File: src/dtrag_pkg.sv
// ----------------------------------------------------------------------------
// dtrag_pkg
// shared widths, register codes and controller/datapath interface types
// ----------------------------------------------------------------------------
package dtrag_pkg;

  // tile edge in pixels
  localparam int TILE_SIZE = 16;

  // frame geometry
  localparam int DIM_W   = 13;
  localparam int DIM_MAX = 4096;
  localparam int PB_W    = 3;
  localparam int PB_MAX  = 4;

  // transaction fields
  localparam int TILE_W  = 16;
  localparam int SLOT_W  = 12;
  localparam int BATCH_W = 13;
  localparam int DEST_W  = 26;
  localparam int SRC_W   = 27;
  localparam int RB_W    = 9;

  localparam int IN_DATA_W  = 48;
  localparam int OUT_DATA_W = 64;

  // derived tile grid sizes
  localparam int MAX_GRID = (DIM_MAX - 1) / TILE_SIZE + 1;
  localparam int GRID_W   = $clog2(MAX_GRID + 1);
  localparam int IDX_W    = (MAX_GRID > 1) ? $clog2(MAX_GRID) : 1;
  localparam int ROW_W    = $clog2(TILE_SIZE + 1);
  localparam int PIX_W    = $clog2(DIM_MAX);
  localparam int LB_W     = DIM_W + PB_W;
  localparam int STEP_W   = $clog2(TILE_W);

  // configuration port
  localparam int REG_ADDR_W = 4;
  localparam int REG_IDX_W  = 2;
  localparam int APB_DATA_W = 32;

  localparam logic [REG_IDX_W-1:0] REG_FRAME_WIDTH  = 2'd0;
  localparam logic [REG_IDX_W-1:0] REG_FRAME_HEIGHT = 2'd1;
  localparam logic [REG_IDX_W-1:0] REG_PIXEL_BYTES  = 2'd2;

  localparam logic [DIM_W-1:0] RST_FRAME_WIDTH  = 13'd1024;
  localparam logic [DIM_W-1:0] RST_FRAME_HEIGHT = 13'd768;
  localparam logic [PB_W-1:0]  RST_PIXEL_BYTES  = 3'd4;

  // clamped configuration
  typedef struct packed {
    logic [DIM_W-1:0] width;
    logic [DIM_W-1:0] height;
    logic [PB_W-1:0]  pbytes;
  } cfg_t;

  // controller to datapath
  typedef struct packed {
    logic load;
    logic div_step;
    logic mul1;
    logic mul2;
    logic emit_row;
    logic emit_err;
  } cmd_t;

  // datapath to controller
  typedef struct packed {
    logic batch_zero;
    logic idx_err;
    logic last_row;
    logic out_free;
  } status_t;

endpackage

File: src/dtrag_cfg.sv
// ----------------------------------------------------------------------------
// dtrag_cfg
// apb register file for frame geometry, with clamped values for the datapath
// ----------------------------------------------------------------------------
module dtrag_cfg
  import dtrag_pkg::*;
(
  input  logic                  clk_i,
  input  logic                  rst_ni,
  input  logic                  psel,
  input  logic                  penable,
  input  logic                  pwrite,
  input  logic [REG_ADDR_W-1:0] paddr,
  input  logic [APB_DATA_W-1:0] pwdata,
  output logic [APB_DATA_W-1:0] prdata,
  output logic                  pready,
  output cfg_t                  cfg_o
);

  logic [DIM_W-1:0]     width_q, width_d;
  logic [DIM_W-1:0]     height_q, height_d;
  logic [PB_W-1:0]      pbytes_q, pbytes_d;
  logic [REG_IDX_W-1:0] reg_idx;
  logic                 wr_en;

  assign pready  = 1'b1;
  assign reg_idx = paddr[REG_ADDR_W-1:2];
  assign wr_en   = psel & penable & pwrite;

  always_comb begin
    width_d  = width_q;
    height_d = height_q;
    pbytes_d = pbytes_q;
    if (wr_en) begin
      unique case (reg_idx)
        REG_FRAME_WIDTH:  width_d  = pwdata[DIM_W-1:0];
        REG_FRAME_HEIGHT: height_d = pwdata[DIM_W-1:0];
        REG_PIXEL_BYTES:  pbytes_d = pwdata[PB_W-1:0];
        default: ;
      endcase
    end
  end

  always_ff @(posedge clk_i or negedge rst_ni) begin
    if (!rst_ni) begin
      width_q  <= RST_FRAME_WIDTH;
      height_q <= RST_FRAME_HEIGHT;
      pbytes_q <= RST_PIXEL_BYTES;
    end else begin
      width_q  <= width_d;
      height_q <= height_d;
      pbytes_q <= pbytes_d;
    end
  end

  always_comb begin
    unique case (reg_idx)
      REG_FRAME_WIDTH:  prdata = {{(APB_DATA_W-DIM_W){1'b0}}, width_q};
      REG_FRAME_HEIGHT: prdata = {{(APB_DATA_W-DIM_W){1'b0}}, height_q};
      REG_PIXEL_BYTES:  prdata = {{(APB_DATA_W-PB_W){1'b0}}, pbytes_q};
      default:          prdata = '0;
    endcase
  end

  // saturate to the legal ranges
  always_comb begin
    if (width_q == '0) cfg_o.width = DIM_W'(1);
    else if (width_q > DIM_W'(DIM_MAX)) cfg_o.width = DIM_W'(DIM_MAX);
    else cfg_o.width = width_q;

    if (height_q == '0) cfg_o.height = DIM_W'(1);
    else if (height_q > DIM_W'(DIM_MAX)) cfg_o.height = DIM_W'(DIM_MAX);
    else cfg_o.height = height_q;

    if (pbytes_q == '0) cfg_o.pbytes = PB_W'(1);
    else if (pbytes_q > PB_W'(PB_MAX)) cfg_o.pbytes = PB_W'(PB_MAX);
    else cfg_o.pbytes = pbytes_q;
  end

endmodule

File: src/dtrag_datapath.sv
// ----------------------------------------------------------------------------
// dtrag_datapath
// grid check, bit-serial index divider, address setup and row output register
// ----------------------------------------------------------------------------
module dtrag_datapath
  import dtrag_pkg::*;
(
  input  logic               clk_i,
  input  logic               rst_ni,
  input  cfg_t               cfg_i,
  input  cmd_t               cmd_i,
  output status_t            status_o,
  input  logic [TILE_W-1:0]  tile_index_i,
  input  logic [SLOT_W-1:0]  batch_slot_i,
  input  logic [BATCH_W-1:0] batch_tiles_i,
  input  logic               out_ready_i,
  output logic               out_valid_o,
  output logic [DEST_W-1:0]  dest_address_o,
  output logic [SRC_W-1:0]   source_offset_o,
  output logic [RB_W-1:0]    row_bytes_o,
  output logic               last_row_o,
  output logic               index_error_o
);

  logic [TILE_W-1:0]  tile_q;
  logic [SLOT_W-1:0]  slot_q;
  logic [BATCH_W-1:0] batch_q;

  // divider: quotient shifts in where the dividend shifts out
  logic [TILE_W-1:0]  dq_q, dq_d;
  logic [GRID_W-1:0]  rem_q, rem_d;
  logic [GRID_W:0]    rem_sh, rem_sub;
  logic               rem_ge;

  logic [GRID_W-1:0]  cols, rows;
  logic [DIM_W-1:0]   wm1, hm1;
  logic [2*GRID_W-1:0] grid;

  logic [IDX_W-1:0]   tcol, trow;
  logic [PIX_W-1:0]   left, top;
  logic [ROW_W-1:0]   tw, th;

  logic [PIX_W-1:0]   top_q;
  logic [ROW_W-1:0]   th_q;
  logic [ROW_W-1:0]   r_q;
  logic [RB_W-1:0]    rb_q;
  logic [LB_W-1:0]    line_q;
  logic [DEST_W-1:0]  leftpb_q;
  logic [SRC_W-1:0]   stride_q;
  logic [DEST_W-1:0]  dest_q;
  logic [SRC_W-1:0]   src_q;
  logic               last_row;
  logic               out_valid_q;

  // grid dimensions from the clamped frame size
  assign wm1  = cfg_i.width - DIM_W'(1);
  assign hm1  = cfg_i.height - DIM_W'(1);
  assign cols = GRID_W'(wm1 / TILE_SIZE) + GRID_W'(1);
  assign rows = GRID_W'(hm1 / TILE_SIZE) + GRID_W'(1);
  assign grid = (2*GRID_W)'(cols) * (2*GRID_W)'(rows);

  assign rem_sh  = {rem_q, dq_q[TILE_W-1]};
  assign rem_sub = rem_sh - {1'b0, cols};
  assign rem_ge  = (rem_sh >= {1'b0, cols});
  assign rem_d   = rem_ge ? rem_sub[GRID_W-1:0] : rem_sh[GRID_W-1:0];
  assign dq_d    = {dq_q[TILE_W-2:0], rem_ge};

  // after the last divide step
  assign tcol = rem_q[IDX_W-1:0];
  assign trow = dq_q[IDX_W-1:0];
  assign left = PIX_W'(tcol * TILE_SIZE);
  assign top  = PIX_W'(trow * TILE_SIZE);
  assign tw   = (GRID_W'(tcol) == cols - GRID_W'(1)) ?
                ROW_W'(cfg_i.width - DIM_W'(left)) : ROW_W'(TILE_SIZE);
  assign th   = (GRID_W'(trow) == rows - GRID_W'(1)) ?
                ROW_W'(cfg_i.height - DIM_W'(top)) : ROW_W'(TILE_SIZE);

  assign last_row = (r_q == th_q - ROW_W'(1));

  assign status_o.batch_zero = (batch_tiles_i == '0);
  assign status_o.idx_err    = (32'(tile_q) >= 32'(grid));
  assign status_o.last_row   = last_row;
  assign status_o.out_free   = ~out_valid_q | out_ready_i;

  always_ff @(posedge clk_i) begin
    if (cmd_i.load) begin
      tile_q  <= tile_index_i;
      slot_q  <= batch_slot_i;
      batch_q <= batch_tiles_i;
      dq_q    <= tile_index_i;
      rem_q   <= '0;
    end
    if (cmd_i.div_step) begin
      dq_q  <= dq_d;
      rem_q <= rem_d;
    end
    if (cmd_i.mul1) begin
      top_q    <= top;
      th_q     <= th;
      r_q      <= '0;
      rb_q     <= RB_W'(RB_W'(tw) * RB_W'(cfg_i.pbytes));
      line_q   <= LB_W'(cfg_i.width) * LB_W'(cfg_i.pbytes);
      leftpb_q <= DEST_W'(left) * DEST_W'(cfg_i.pbytes);
      stride_q <= SRC_W'(batch_q) * SRC_W'(cfg_i.pbytes) * SRC_W'(TILE_SIZE);
      src_q    <= SRC_W'(slot_q) * SRC_W'(cfg_i.pbytes) * SRC_W'(TILE_SIZE);
    end
    if (cmd_i.mul2) begin
      dest_q <= DEST_W'(top_q) * DEST_W'(line_q) + leftpb_q;
    end
    if (cmd_i.emit_row) begin
      dest_address_o  <= dest_q;
      source_offset_o <= src_q;
      row_bytes_o     <= rb_q;
      last_row_o      <= last_row;
      index_error_o   <= 1'b0;
      dest_q          <= dest_q + DEST_W'(line_q);
      src_q           <= src_q + stride_q;
      r_q             <= r_q + ROW_W'(1);
    end
    if (cmd_i.emit_err) begin
      dest_address_o  <= '0;
      source_offset_o <= '0;
      row_bytes_o     <= '0;
      last_row_o      <= 1'b1;
      index_error_o   <= 1'b1;
    end
  end

  always_ff @(posedge clk_i or negedge rst_ni) begin
    if (!rst_ni) begin
      out_valid_q <= 1'b0;
    end else if (cmd_i.emit_row || cmd_i.emit_err) begin
      out_valid_q <= 1'b1;
    end else if (out_ready_i) begin
      out_valid_q <= 1'b0;
    end
  end

  assign out_valid_o = out_valid_q;

endmodule

File: src/dtrag_ctrl.sv
// ----------------------------------------------------------------------------
// dtrag_ctrl
// sequencer: accept, grid check, divide, address setup, row emission
// ----------------------------------------------------------------------------
module dtrag_ctrl
  import dtrag_pkg::*;
(
  input  logic    clk_i,
  input  logic    rst_ni,
  input  logic    in_valid_i,
  output logic    in_ready_o,
  input  status_t status_i,
  output cmd_t    cmd_o
);

  localparam logic [2:0] S_IDLE  = 3'd0;
  localparam logic [2:0] S_CHECK = 3'd1;
  localparam logic [2:0] S_DIV   = 3'd2;
  localparam logic [2:0] S_MUL1  = 3'd3;
  localparam logic [2:0] S_MUL2  = 3'd4;
  localparam logic [2:0] S_EMIT  = 3'd5;
  localparam logic [2:0] S_ERR   = 3'd6;

  logic [2:0]        state_q, state_d;
  logic [STEP_W-1:0] step_q, step_d;

  assign in_ready_o = (state_q == S_IDLE);

  always_comb begin
    state_d = state_q;
    step_d  = step_q;
    cmd_o   = '0;
    unique case (state_q)
      S_IDLE: begin
        if (in_valid_i && !status_i.batch_zero) begin
          cmd_o.load = 1'b1;
          state_d    = S_CHECK;
        end
      end
      S_CHECK: begin
        step_d = '0;
        if (status_i.idx_err) state_d = S_ERR;
        else state_d = S_DIV;
      end
      S_DIV: begin
        cmd_o.div_step = 1'b1;
        step_d         = step_q + STEP_W'(1);
        if (step_q == STEP_W'(TILE_W - 1)) state_d = S_MUL1;
      end
      S_MUL1: begin
        cmd_o.mul1 = 1'b1;
        state_d    = S_MUL2;
      end
      S_MUL2: begin
        cmd_o.mul2 = 1'b1;
        state_d    = S_EMIT;
      end
      S_EMIT: begin
        if (status_i.out_free) begin
          cmd_o.emit_row = 1'b1;
          if (status_i.last_row) state_d = S_IDLE;
        end
      end
      S_ERR: begin
        if (status_i.out_free) begin
          cmd_o.emit_err = 1'b1;
          state_d        = S_IDLE;
        end
      end
      default: state_d = S_IDLE;
    endcase
  end

  always_ff @(posedge clk_i or negedge rst_ni) begin
    if (!rst_ni) begin
      state_q <= S_IDLE;
      step_q  <= '0;
    end else begin
      state_q <= state_d;
      step_q  <= step_d;
    end
  end

endmodule

File: src/dirty_tile_row_address_generator_top.sv
// ----------------------------------------------------------------------------
// dirty_tile_row_address_generator_top
// turns one dirty tile entry into per-row framebuffer and strip addresses
// ----------------------------------------------------------------------------
//  channel  | direction | contents
//  s_axis   | in        | tile entry: tile_index, batch_slot, batch_tiles
//  m_axis   | out       | row result: dest_address, source_offset, row_bytes,
//           |           | tlast = last_row, tuser = index_error
//  apb      | in        | frame_width @0x0, frame_height @0x4, pixel_bytes @0x8
//
//  a valid tile goes through accept, grid check, the one-bit-per-cycle index
//  divider, the setup states MUL1 and MUL2, then one row per cycle unless m_axis stalls
//  an index outside the grid gets a single error result, an empty batch none
//  reset loads 1024 x 768 at 4 bytes per pixel, no clearing pass
//  results sit in an output register; a stalled m_axis holds row emission
//  while the next tile entry is taken as soon as the last row is registered
// ----------------------------------------------------------------------------
module dirty_tile_row_address_generator_top
  import dtrag_pkg::*;
(
  input  logic                  clk_i,
  input  logic                  rst_ni,
  // tile entry transactions
  input  logic                  s_axis_tvalid,
  output logic                  s_axis_tready,
  // [15:0] tile_index, [27:16] batch_slot, [40:28] batch_tiles, rest zero
  input  logic [IN_DATA_W-1:0]  s_axis_tdata,
  // row result transactions
  output logic                  m_axis_tvalid,
  input  logic                  m_axis_tready,
  // [25:0] dest_address, [52:26] source_offset, [61:53] row_bytes, rest zero
  output logic [OUT_DATA_W-1:0] m_axis_tdata,
  output logic                  m_axis_tlast,
  // [0] index_error
  output logic                  m_axis_tuser,
  // configuration
  input  logic                  psel,
  input  logic                  penable,
  input  logic                  pwrite,
  input  logic [REG_ADDR_W-1:0] paddr,
  input  logic [APB_DATA_W-1:0] pwdata,
  output logic [APB_DATA_W-1:0] prdata,
  output logic                  pready
);

  cfg_t              cfg;
  cmd_t              cmd;
  status_t           status;
  logic [DEST_W-1:0] dest_address;
  logic [SRC_W-1:0]  source_offset;
  logic [RB_W-1:0]   row_bytes;

  // register file, clamped values feed the datapath
  dtrag_cfg u_cfg (
    .clk_i   (clk_i),
    .rst_ni  (rst_ni),
    .psel    (psel),
    .penable (penable),
    .pwrite  (pwrite),
    .paddr   (paddr),
    .pwdata  (pwdata),
    .prdata  (prdata),
    .pready  (pready),
    .cfg_o   (cfg)
  );

  // sequencer
  dtrag_ctrl u_ctrl (
    .clk_i      (clk_i),
    .rst_ni     (rst_ni),
    .in_valid_i (s_axis_tvalid),
    .in_ready_o (s_axis_tready),
    .status_i   (status),
    .cmd_o      (cmd)
  );

  // divider, address arithmetic and output register
  dtrag_datapath u_dp (
    .clk_i           (clk_i),
    .rst_ni          (rst_ni),
    .cfg_i           (cfg),
    .cmd_i           (cmd),
    .status_o        (status),
    .tile_index_i    (s_axis_tdata[TILE_W-1:0]),
    .batch_slot_i    (s_axis_tdata[TILE_W+SLOT_W-1:TILE_W]),
    .batch_tiles_i   (s_axis_tdata[TILE_W+SLOT_W+BATCH_W-1:TILE_W+SLOT_W]),
    .out_ready_i     (m_axis_tready),
    .out_valid_o     (m_axis_tvalid),
    .dest_address_o  (dest_address),
    .source_offset_o (source_offset),
    .row_bytes_o     (row_bytes),
    .last_row_o      (m_axis_tlast),
    .index_error_o   (m_axis_tuser)
  );

  // pack the result fields, lowest first
  assign m_axis_tdata = {{(OUT_DATA_W-DEST_W-SRC_W-RB_W){1'b0}},
                         row_bytes, source_offset, dest_address};

endmodule

File: config.mk
export PLATFORM = sky130hd
export DESIGN_NAME = dirty_tile_row_address_generator_top
export DESIGN_NICKNAME = d
export VERILOG_FILES = /design/src/dtrag_pkg.sv /design/src/dtrag_cfg.sv /design/src/dtrag_datapath.sv /design/src/dtrag_ctrl.sv /design/src/dirty_tile_row_address_generator_top.sv
export SDC_FILE = /design/constraint.sdc
export NUM_CORES = 1
export LEC_CHECK = 0
export ABC_AREA = 1
export ABC_CLOCK_PERIOD_IN_PS = 8520
export BUFFER_PORTS_ARGS = -buffer_cell sky130_fd_sc_hd__clkbuf_2
export CAP_MARGIN = 20
export CORE_MARGIN = 2
export CORE_UTILIZATION = 55
export DETAILED_ROUTE_END_ITERATION = 8
export PLACE_DENSITY = 0.83
export SYNTH_ARGS = -nofsm -noshare
export SYNTH_HDL_FRONTEND = slang
export SYNTH_SLANG_ARGS = --single-unit
File: constraint.sdc
create_clock -name clk_i -period 8.52 [get_ports clk_i]
set_input_delay 0.852 -clock clk_i [delete_from_list [all_inputs] [get_ports clk_i]]
set_output_delay 0.852 -clock clk_i [all_outputs]
set_load 0.05 [all_outputs]
# == Yosys cells after proc, flatten, opt, wreduce, memory -nomap -nowiden ==
# Cells that the tools add are included.
# op_classes
multipliers,7
n_eq_ne,17
order_cmp,5
add_sub_neg,15
muxes,37
n_reduce_logical,18
bitwise_logic,4
# ops
op,n
27-bit two-way mux,2
13-bit two-way mux,4
26-bit two-way mux,2
13-bit zero test,3
13-bit case mux with 3 select lines,1
13-bit by 3-bit multiplier with 16-bit output,2
16-bit two-way mux,2
27-bit by 20-bit adder with 27-bit output,1
9-bit two-way mux,3
26-bit by 15-bit adder with 26-bit output,1
26-bit by 16-bit adder with 26-bit output,1
13-bit greater-than comparator (second input constant),2
13-bit by 1-bit subtractor with 13-bit output (second input constant),2
3-bit two-way mux,8
8-bit by 16-bit multiplier with 22-bit output,1
3-bit case mux with 7 select lines,1
9-bit by 1-bit adder with 9-bit output (second input constant),2
8-bit by 9-bit == test with 1-bit output,2
16-bit by 18-bit greater-or-equal comparator with 1-bit output,1
9-bit by 9-bit multiplier with 18-bit output,1
9-bit by 1-bit subtractor with 9-bit output (second input constant),2
12-bit by 3-bit multiplier with 15-bit output,1
5-bit two-way mux,3
8-bit by 3-bit multiplier with 11-bit output,1
other kinds (30),54
# word_totals
wordCells,128
regBits,288
input_bits,91
output_inout_bits,101

# == Depth between registers and ports, before layout ==
# logic_depth
word_depth,9
depth_mapped,43
ltp_nobuf,42

# == Hierarchy ==
# A second synthesis with hierarchy kept.
# hier_totals
cells_unflattened,3313
area_unflattened_um2,26112.5
# by_module_without_submodules
mod,seq_area_each_um2,area_per_inst_um2,cells_per_inst,instances
dtrag_datapath,6731.5,23765.3,2985,1
dtrag_cfg,730.7,1858.0,259,1
dtrag_ctrl,175.2,470.5,66,1
dirty_tile_row_address_generator_top,0.0,18.8,3,1

# == Worst setup path before layout ==
# No wires, ideal clock.
# synth_timing
path_type,flip-flop to flip-flop
from,register u_cfg.width_q[3]
to,register u_ctrl.state_q[2]
synth_period_minus_slack_ps,6630
required_ps,8433
arrival_ps,6543
slack_ps,1890
path_stages_with_launch,43
n_path_buf,3
setup_ps,87
cell_sequence,dfrtp_1 buf_6 nor2_2 nand2_2 nor2_4 nand2_4 nand2_8 buf_4 nand2_1 inv_2 nand2_1 nand2_2 buf_4 ha_1 nand3_4 nor2_4 nand2_1 nand2_2 [7 not listed] fa_1 fa_1 inv_1 ha_1 a21oi_1 nand2_1 a21oi_1 o21bai_1 a21o_1 a21oi_1 xor2_1 ha_1 nand2_1 o21ai_0 a21oi_1 o21ai_0 nand4_1 a22oi_1
# synth_between
elab_chain_len,9
elab_cells_between_ends,10
classes_between,add/sub: 2; mul: 1; order compare: 2; mux: 4; reduce/logical: 1
# synth_lines
item,line_no,text
from (decl),dtrag_cfg.sv:20,"logic [DIM_W-1:0] width_q, width_d;"
from (signal assigned),dtrag_cfg.sv:50,width_q <= width_d;
13-bit greater-than comparator,dtrag_cfg.sv:68,else if (width_q > DIM_W'(DIM_MAX)) cfg_o.width = DIM_W'(DIM_MAX);
13-bit two-way mux,dtrag_cfg.sv:68,
13-bit two-way mux *,dtrag_cfg.sv:67,if (width_q == '0) cfg_o.width = DIM_W'(1);
13-bit by 1-bit subtractor with 13-bit output *,dtrag_datapath.sv:56,assign wm1 = cfg_i.width - DIM_W'(1);
9-bit by 1-bit adder with 9-bit output *,dtrag_datapath.sv:58,assign cols = GRID_W'(wm1 / TILE_SIZE) + GRID_W'(1);
9-bit by 9-bit multiplier with 18-bit output *,dtrag_datapath.sv:60,assign grid = (2*GRID_W)'(cols) * (2*GRID_W)'(rows);
16-bit by 18-bit greater-or-equal comparator with 1-bit output *,dtrag_datapath.sv:81,assign status_o.idx_err = (32'(tile_q) >= 32'(grid));
3-bit two-way mux *,dtrag_ctrl.sv:42,if (status_i.idx_err) state_d = S_ERR;
3-bit case mux with 7 select lines *,dtrag_ctrl.sv:33,unique case (state_q)
to (signal assigned),dtrag_ctrl.sv:79,state_q <= state_d;
to (decl),dtrag_ctrl.sv:24,"logic [2:0] state_q, state_d;"
# Every way passes the cells marked *; elsewhere a longest branch is shown, timed or not.
# A chain may end at the register's enable or synchronous reset.

# == Worst setup path in the final report ==
# layout_timing
from,register u_cfg.height_q[1]
to,register u_ctrl.state_q[2]
# layout_between
elab_chain_len,9
elab_cells_between_ends,10
classes_between,add/sub: 2; mul: 1; order compare: 2; mux: 4; reduce/logical: 1
# layout_lines
item,line_no,text
from (decl),dtrag_cfg.sv:21,"logic [DIM_W-1:0] height_q, height_d;"
from (signal assigned),dtrag_cfg.sv:51,height_q <= height_d;
13-bit greater-than comparator,dtrag_cfg.sv:72,else if (height_q > DIM_W'(DIM_MAX)) cfg_o.height = DIM_W'(DIM_MAX);
13-bit two-way mux,dtrag_cfg.sv:72,
13-bit two-way mux *,dtrag_cfg.sv:71,if (height_q == '0) cfg_o.height = DIM_W'(1);
13-bit by 1-bit subtractor with 13-bit output *,dtrag_datapath.sv:57,assign hm1 = cfg_i.height - DIM_W'(1);
9-bit by 1-bit adder with 9-bit output *,dtrag_datapath.sv:59,assign rows = GRID_W'(hm1 / TILE_SIZE) + GRID_W'(1);
9-bit by 9-bit multiplier with 18-bit output *,dtrag_datapath.sv:60,
16-bit by 18-bit greater-or-equal comparator with 1-bit output *,dtrag_datapath.sv:81,
3-bit two-way mux *,dtrag_ctrl.sv:42,
3-bit case mux with 7 select lines *,dtrag_ctrl.sv:33,
# Marked as above.

==> flow_summary.toml <==
[outcome]
status = "finished, final reports clean"

[worst_setup_path]
cp-end-kind = "register"
crit_type = "reg -> reg"
cpPeakStageDelay_ns = 0.55
worst_path_most_repeated_cell = "nand2_1"
cp_max_fo = 11
worstPathRequired_ns = 9.00
start_kind = "register"
slowest_stage = "fa_1"
cp.arrival_ns = 8.20

[yosys]
synthCells = 3119
synth-async-reset-ratio = 0.132
synth_top_family_by_area = "adder cells"
synth_seq_cells = 280
yosys_warnings = 0
synth_edf_count = 184
syn_avg_cell_area_um2 = 8.08
synth-simple-area-share = 0.204
synth_top_cell_by_area = "edfxtp_1"
synth_cell_types = 63
synthAdderAreaFrac = 0.250
netlist.area_leader.share = 0.219
synth_flop_cell = "edfxtp_1"
synth_compound_area_frac = 0.0949
synth_xor_area_frac = 0.0400
synth.area.mux_share = 0.000397
yosysSeqAreaShare = 0.303
synth_area_um2 = 25200
synth_area_leaders = "edfxtp_1 (22%), fa_1 (15%), ha_1 (10%), nand2_1 (10%), inv_1 (8.2%)"

[timing]
rsz0062_at_grt = "no"
hold_viol_final = 0
setup_tns_ns = 0
relSlewSlack = 0.260
final_max_slew_viol_count = 0
fmax_mhz = 130
post-route-period-util = 0.906
fin_worst_skew_ns = 0.0136
period_needed_ns = 7.72
tightest_slew_ns = 1.11
setup_viol = 0

[detailed_routing]
vias_per_cell = 5.36
routed_wl_um = 59600
wire_per_inst_um = 15.5
vias = 20600
dr.pass1.iters = 6
antenna_left = 0
drcViolationCount = 0
drt_iter0_markers = 1807

[cells_and_area]
insertedDiodeCount = 0
nFillCells = 3914
final_cell_mix = "nand2_1 (703), inv_1 (547), nor2_1 (302)"
areaGrowthSynthToFinish_pct = 8.55
drive_above_1_share = 0.0923
fin_nets = 3699
layout_commonest_cell = "nand2_1"

[cts]
post-cts-setup-buffers = 0
cts_made_buffers = 31
post_cts_resized = 0
h-tree-depth = 1
ctsLongestPathBuffers = 3
cts.sinks = 280
clk_latency_ns = 0.58
ctsHoldBuffers = 0
clk_pin_slew_worst_paths_ns = 0.07
cts-root-buf = "clkbuf_16"
cts_tree = "yes"

[die]
dieHeight_um = 218
dieArea_um2 = 47500
start_util = 0.556
ios = 192
core_um2 = 45300
rows = 78
fp.dieW_um = 218

[grt]
grtUsageMet3 = 0.0484
antenna_found_initial = 1
grt_max_degree = 75
grt_pass1_vias = 20100
grt_use_met1 = 0.338
grt_use_met2 = 0.421
grt_pass1_wl_um = 98100
overflow = 0
top_usage_layer = "met2"
grt_usage = 0.255

[placed_design]
dp_hpwl_um = 44800
port_buffers = 136
place.gp.congestion = 0.945

[run]
cap_viol_max_count = 0

[hold_path]
min_path_type = "in -> async"
==> area by class of cell <==
cell class,count,area (µm²),share of cell area
flip-flops and latches,280,7640,0.279
clock inverters,18,163,0.00595
clock buffers,39,890,0.0325
well taps,600,751,0.0275
inverters,566,2130,0.0780
repair buffers,150,798,0.0292
multi-input cells,2185,15000,0.548
==> state kept, by name, summed over array words and instances, names as in the netlist, 5 cells and up <==
signal / flops
u_dp.line_q: 16
u_dp.r_q: 5
u_dp.top_q: 8
u_dp.rem_q: 9
u_dp.row_bytes_o: 8
u_dp.dq_q: 16
u_dp.dest_q: 26
u_cfg.height_q: 13
u_dp.tile_q: 16
u_dp.slot_q: 12
u_dp.stride_q: 16
u_dp.src_q: 23
u_cfg.width_q: 13
u_dp.dest_address_o: 26
u_dp.source_offset_o: 23
u_dp.rb_q: 8
u_dp.batch_q: 13
u_dp.leftpb_q: 11
u_dp.th_q: 5
==> worst max-delay path, delay by kind of cell (launching register included) <==
family / cells / cell delay [ns]
buf+inv: 3 / 0.30
simple gates: 19 / 2.50
fa+ha+maj: 7 / 2.91
xor+xnor: 1 / 0.18
compound gates: 6 / 1.26
flops: 1 / 0.44
==> kinds of logic after synthesis <==
family          count (synthesis)
compound gates                429
xor+xnor                      115
flops                         280
mux                             1
simple gates                 1219
fa+ha+maj                     394
other cells                     2
buf+inv                       679
==> per-layer routing <==
layer  vias up  part of all wire
met5         -                 0
li1       9993                 -
met2       739              0.46
met3       131             0.076
met4         0             0.031
met1      9709              0.43
==> Yosys cell counts, types with 3 or more instances <==
cell type	number
a211oi_1	8
a21boi_0	6
a21o_1	5
a21oi_1	151
a31oi_1	3
and2_1	4
buf_1	4
buf_4	32
buf_6	3
clkbuf_1	72
clkinv_1	4
dfrtp_1	33
dfstp_2	4
dfxtp_1	59
edfxtp_1	184
fa_1	183
ha_1	211
inv_1	548
inv_2	12
nand2_1	703
nand2_2	31
nand2_4	11
nand3_1	101
nand3b_1	6
nand4_1	14
nor2_1	305
nor2_2	7
nor2_4	7
nor3_1	12
nor4_1	3
o211ai_1	8
o21a_1	6
o21ai_0	187
o21bai_1	13
o221ai_1	3
o22ai_1	17
o31ai_1	6
o41ai_1	3
or2_2	5
xnor2_1	52
xor2_1	63
==> path summary, 6_finish.rpt <==
| path | startpoint | to | slack [ns] | cells after the start |
|---|---|---|---|---|
| max in group asynchronous | rst_ni | u_cfg.width_q[9] | 7.51 | 1 |
| min reg2reg | u_dp.index_error_o | u_dp.index_error_o | 0.45 | 2 |
| max | u_cfg.height_q[1] | u_ctrl.state_q[2] | 0.80 | 36 |
| min | rst_ni | u_ctrl.step_q[1] | 0.41 | 1 |
| min in group clk_i | s_axis_tdata[20] | u_dp.slot_q[4] | 0.45 | 1 |
| max reg2reg | u_cfg.height_q[1] | u_ctrl.state_q[2] | 0.80 | 36 |
==> through the flow <==
stage          std cells  area [µm²]  worst slack (ns)  hold WS [ns]  utilization
4_1_cts             3837       27300             0.926         0.424        0.603
5_1_grt             3838       27300             0.268         0.441        0.604
3_5_place_dp        3780       26300             0.934         0.434        0.580
3_3_place_gp        3780       26300              1.02         0.429        0.580
6_report            3838       27300             0.801         0.408        0.604
2_1_floorplan       3144       25300              1.89         0.447            -
Power is left out: the tool's default activity adds up to more than one toggle a clock period on the data nets, which glitch-free logic cannot reach.
